$ cat config.mk
export PLATFORM = sky130hd
export DESIGN_NAME = wstq_pick
export DESIGN_NICKNAME = d
export VERILOG_FILES = /design/src/rtl/wstq_pkg.sv /design/src/rtl/wstq_pick.sv
export SDC_FILE = /design/constraint.sdc
export NUM_CORES = 1
export LEC_CHECK = 0
export BUFFER_PORTS_ARGS = -buffer_cell sky130_fd_sc_hd__buf_4
export CAP_MARGIN = 15
export CORE_MARGIN = 8
export CORE_UTILIZATION = 50
export DETAILED_ROUTE_END_ITERATION = 10
export PLACE_DENSITY_LB_ADDON = 0.05
export SETUP_SLACK_MARGIN = 0.2
export SLEW_MARGIN = 0
export SYNTH_ARGS = -nofsm -noshare
export SYNTH_HDL_FRONTEND = slang
export SYNTH_SLANG_ARGS = --single-unit
export TNS_END_PERCENT = 1
$ cat constraint.sdc
create_clock -name vclk -period 5.5
set_clock_uncertainty 0.1 [all_clocks]
set_input_delay 0.275 -clock vclk [all_inputs]
set_output_delay 0.275 -clock vclk [all_outputs]
set_load 0.005 [all_outputs]
$ cat src/rtl/wstq_pkg.sv
`timescale 1ns / 1ps

package wstq_pkg;

  // Default geometry
  localparam int NUM_WORKER_QUEUES_DEF = 8;
  localparam int QUEUE_DEPTH_DEF       = 256;

  // Ring number field, wide enough for the largest ring count (16 workers plus global)
  localparam int RING_IDX_W = 5;

  // Configuration port
  localparam int          APB_ADDR_W        = 3;
  localparam int          APB_DATA_W        = 32;
  localparam logic        REG_STEAL_TRIES   = 1'b0;
  localparam logic [2:0]  STEAL_TRIES_RESET = 3'd4;

  // Request operation codes
  localparam logic OP_PUSH = 1'b0;
  localparam logic OP_POP  = 1'b1;

  typedef enum logic [1:0] {
    SRC_NONE   = 2'd0,
    SRC_OWN    = 2'd1,
    SRC_GLOBAL = 2'd2,
    SRC_STOLEN = 2'd3
  } source_kind_e;

  typedef struct packed {
    logic        operation;
    logic [3:0]  queue_select;
    logic [2:0]  worker;
    logic [31:0] task_id;
  } req_t;

  typedef struct packed {
    logic         found;
    logic [31:0]  popped_id;
    source_kind_e source_kind;
    logic [3:0]   source_queue;
    logic         overflow;
  } rsp_t;

  // Pop source chosen from the ring occupancy
  typedef struct packed {
    logic                  found;
    source_kind_e          kind;
    logic [RING_IDX_W-1:0] ring;
  } pick_t;

endpackage

$ cat src/rtl/wstq_pick.sv
`timescale 1ns / 1ps

module wstq_pick #(
  parameter int NUM_WORKER_QUEUES = wstq_pkg::NUM_WORKER_QUEUES_DEF
) (
  input  logic [NUM_WORKER_QUEUES:0] nonempty_i,
  input  logic [2:0]                 worker_i,
  input  logic [2:0]                 steal_tries_i,
  output wstq_pkg::pick_t            pick_o
);

  localparam int NUM_RINGS = NUM_WORKER_QUEUES + 1;
  localparam int RW        = $clog2(NUM_RINGS);
  localparam int VW        = wstq_pkg::RING_IDX_W;

  logic [VW-1:0] wk;
  logic [VW-1:0] limit;

  // Fold the worker number into the worker range
  always_comb begin
    wk = VW'(worker_i);
    for (int i = 0; i < 4; i++) begin
      if (wk >= VW'(NUM_WORKER_QUEUES)) begin
        wk = wk - VW'(NUM_WORKER_QUEUES);
      end
    end
  end

  // Clamp the victim count to the other workers
  assign limit = (VW'(steal_tries_i) > VW'(NUM_WORKER_QUEUES - 1)) ?
                 VW'(NUM_WORKER_QUEUES - 1) : VW'(steal_tries_i);

  // Priority: own ring, global ring, then victims in rotating order
  always_comb begin
    logic [VW-1:0] v;
    pick_o       = '0;
    pick_o.kind  = wstq_pkg::SRC_NONE;
    v            = '0;
    if (nonempty_i[wk[RW-1:0]]) begin
      pick_o.found = 1'b1;
      pick_o.kind  = wstq_pkg::SRC_OWN;
      pick_o.ring  = wk;
    end else if (nonempty_i[NUM_WORKER_QUEUES]) begin
      pick_o.found = 1'b1;
      pick_o.kind  = wstq_pkg::SRC_GLOBAL;
      pick_o.ring  = VW'(NUM_WORKER_QUEUES);
    end else begin
      for (int d = 1; d < NUM_WORKER_QUEUES; d++) begin
        v = wk + VW'(d);
        if (v >= VW'(NUM_WORKER_QUEUES)) begin
          v = v - VW'(NUM_WORKER_QUEUES);
        end
        if (!pick_o.found && (VW'(d) <= limit) && nonempty_i[v[RW-1:0]]) begin
          pick_o.found = 1'b1;
          pick_o.kind  = wstq_pkg::SRC_STOLEN;
          pick_o.ring  = v;
        end
      end
    end
  end

endmodule

* Yosys cells after proc, flatten, opt, wreduce, memory -nomap -nowiden
Cells that the tools add are included.
** Storage, ports and cells
- Flip-flop bits (word level) :: 0
- Bits of input ports :: 15
- Word-level logic and storage cells :: 113
** Operators by class
- $add $sub $neg :: 14
- Order comparisons :: 22
- Mux-type cells :: 58
- Reduce and logical (&&, ||, !) cells :: 19
** Operators with widths (count)
- 2-to-1 mux 8 bit :: 21
- 2-to-1 mux 5 bit :: 21
- < comparator 4 x 5 -> 1 bit, second input constant :: 7
- subtractor 4 x 4 -> 5 bit, second input constant :: 7
- binary-select mux 1 bit (select 4 bit) :: 7
- greater-or-equal comparator 4 bit, second input constant :: 7
- adder 3 x 3 -> 4 bit, second input constant :: 4
- logical AND 1 bit :: 13
- <= comparator 3 bit, first input constant :: 4
- adder 3 x 2 -> 4 bit, second input constant :: 2
- 2-to-1 mux 1 bit :: 8
- <= comparator 2 x 3 -> 1 bit, first input constant :: 2
- logical NOT 1 bit :: 6
- < comparator 3 x 5 -> 1 bit, second input constant :: 1
- adder 3 x 1 -> 4 bit, second input constant :: 1
- binary-select mux 1 bit (select 3 bit) :: 1
- <= comparator 1 x 3 -> 1 bit, first input constant :: 1

* Longest topological paths before layout
- Depth after elaboration :: 47
- Depth in mapped cells :: 11
- Mapped depth without buffers :: 9

* Worst setup path after synthesis
OpenSTA, ideal clock, no wires.
- Path kind :: input to output
- Start :: in worker_i[1]
- End :: out pick_o[2] in the netlist's numbering
- Arrival :: 2.719 ns
- Data required time :: 5.125 ns
- Setup slack :: 2.406 ns
- Stages :: 10
- Path buffers :: 2
- Cell sequence :: clkbuf_1 > inv_1 > ha_1 > buf_4 > mux2i_1 > mux4_2 > and3_1 > or3_4 > o31a_1 > o21ai_1
** RTL lines
- start, declared :: line wstq_pick.sv:7 : input logic [2:0] worker_i,
- end, declared :: line wstq_pick.sv:9 : output wstq_pkg::pick_t pick_o

==> flow_summary.yaml <==
status:
  run_status: "complete, no violations"
min_path:
  worstHoldStart: "nonempty_i[8]"
  hold-path-cell-count: 3
  min-delay-path-class: "primary input to output pin"
  end_point_of_the_worst_hold_path: "pick_o[5]"
power:
  total_leakage_power_nw: 0.475
  cell_internal_pwr_uw: 65.1
  seq_power_share_pct: 0
  max-vdd-ir-drop_mv: 0.0553
  clockPowerShare_pct: 0
  p_switching_uw: 69.5
  comb_power_share_pct: 100.0
  power-per-cell-area_nw_per_um2: 121
  total_power_uw: 135
  p_sw_share_pct: 51.6
timing:
  timing.final.setup_violations: 0
  rsz0062_at_grt: "no"
  finalHoldViolations: 0
  share_of_the_clock_period_used_by_the_worst_path_pct: 65.0
  report.final.slew_viol_count: 0
  timing.final.crit_period_ns: 3.57
  fmax_mhz: 280
  tns_ns: 0
  final.hold.worst_slack_ns: 0.740
critical_path:
  worst-endpoint-required_ns: 5.12
  path_cells: "buf_4 -> inv_1 -> ha_1 -> mux2i_1 -> mux4_2 -> and3_1 -> or3_4 -> o22ai_1 -> a21oi_1 -> o21ai_1 -> buf_4"
  path_delay_family: "multiplexers"
  worstSetupStartpointType: "primary input"
  setup.worst_path.class: "primary input to output pin"
  timing.critical_path.slowest_stage_cell: "ha_1"
  worst-endpoint-arrival_ns: 3.20
  path_max_fanout: 15
  slowest_delay_ns: 0.57
  cpMostUsedCell: "buf_4"
  cp.buffers_inverters: 3
  critPathCaptureType: "output pin"
placement:
  globalplace.congestion: 0.955
  post-dp-hpwl_mm: 2.26
  buffer_ports.inserted: 22
finish:
  seq_cells: 0
  layout.area.seq_um2: 0
  clock_buffer_count: 0
  area_growth_pct: 15.5
  num_antenna_cells: 0
  final_nets: 153
  ratio_of_cells_with_drive_above_1_in_the_final_layout_pct: 29.5
  fillerInstances: 187
  multi_input_comb_area_um2: 885
floorplan:
  die-width_um: 59.8
  design.die.area_um2: 3580
  floorplan.io_pins: 23
  die_h_um: 59.8
  floorplan.core_area_um2: 1880
  placement_rows: 16
  initial_utilization_pct: 51.1
clocking:
  cts_hold_buf: 0
  cts_resized: 0
  post_cts_repair_setup_buffers: 0
global_routing:
  grt_start_max_net_pins: 16
  grt_first_pass_wirelength_mm: 4.31
  grt_use_total_pct: 15.0
  globalRouteOverflowTotal: 0
  antenna_found_initial: 0
  grt_pass1_vias: 922
drt:
  finalWirelength_mm: 2.69
  drt_pass1_iterations: 4
  via_per_inst: 6.18
  num_vias: 982
  initialDrtViolationCount: 51
  post_drt_wl_per_cell_um: 16.9
  route.antenna.remaining_nets: 0
  drt_drc: 0
job:
  cap_viol_max_count: 0
logic_synthesis:
  netlist-cell-type-count: 49
  post_synth_inst_count: 117
  netlist.area_leader.share_pct: 21.1
  leading_post_synthesis_cells_by_cell_area: "mux4_2 21%, mux2i_1 9.4%, ha_1 5.2%, nand2_1 4.7%, nor2_1 4.7%"
  synthesis.nets: 136
  synth.largest_area_cell: "mux4_2"
  synth_seq_area_share_pct: 0
  syn-mean-instance-area_um2: 8.21
  yosys_warning_total: 0
  syn_area_um2: 961
metrics by stage:
| stage | std cells | utilization [%] | worst slack [ns] | area (um^2) |
|---|---|---|---|---|
| after floorplan | 117 | - | 2.41 | 961 |
| after global placement | 159 | 59.0 | 2.05 | 1110 |
| after detailed placement | 159 | 59.0 | 1.92 | 1110 |
| after CTS | 159 | 59.0 | 1.92 | 1110 |
| after global routing | 159 | 59.0 | 1.76 | 1110 |
| final | 159 | 59.0 | 1.93 | 1110 |
how the worst max path moves through the flow:
stage,start,endpoint,slack [ns],depth (start not counted)
finish,worker_i[0],pick_o[0],1.93,11
global route,worker_i[0],pick_o[0],1.76,11
CTS,worker_i[0],pick_o[0],1.92,11
detailed placement,worker_i[0],pick_o[0],1.92,11
global placement,worker_i[0],pick_o[0],2.05,11
floorplan,worker_i[1],pick_o[2],2.41,10
power groups by stage:
| stage | clock, mW | combinational [mW] | sequential (mW) |
|---|---|---|---|
| CTS | 0 | 0.133 | 0 |
| finish | 0 | 0.135 | 0 |
| global placement | 0 | 0.131 | 0 |
| global route | 0 | 0.144 | 0 |
| floorplan | 0 | 0.0952 | 0 |
| detailed placement | 0 | 0.133 | 0 |
tightest hold or removal path: stages:
cell,delay [ns]
buf_4,0.09
o21bai_1,0.07
buf_4,0.13
kinds of logic after synthesis:
group | after synthesis | synth area share (%)
xor+xnor | 3 | 2.73
simple gates | 45 | 24.3
compound gates | 30 | 25.0
mux | 20 | 34.4
buf+inv | 14 | 7.94
fa+ha+maj | 4 | 5.21
other cells | 1 | 0.390
layout by cell type, fill, tap and decap left out, types with 3 or more instances in the layout:
cell	instances
nor2_1	12
buf_4	22
o21ai_1	3
mux4_2	9
nand3_1	3
ha_1	4
mux2i_1	9
inv_1	7
nand2_1	12
a21oi_1	6
and2_1	3
cell usage after synthesis, types with 3 or more instances:
| cell | n |
|---|---|
| a21oi_1 | 6 |
| and2_1 | 3 |
| ha_1 | 4 |
| inv_1 | 7 |
| mux2i_1 | 9 |
| mux4_2 | 9 |
| nand2_1 | 12 |
| nand3_1 | 3 |
| nor2_1 | 12 |
| o21ai_1 | 3 |
layout make-up:
class / count / area share [%]
Inverter: 7 / 2.37
Multi-Input combinational cell: 103 / 79.7
Tap cell: 27 / 3.04
Timing Repair Buffer: 22 / 14.9
per-layer routing:
layer	GRT usage, %	wire length [um]	up-vias	share of wire [%]
met5	0	0	-	0
met4	1.36	42	0	1.6
met2	28.3	1390	49	52
met1	18.7	1120	446	41
li1	-	-	480	-
met3	0.215	140	7	5.2
Power figures use the tool's default switching activity.
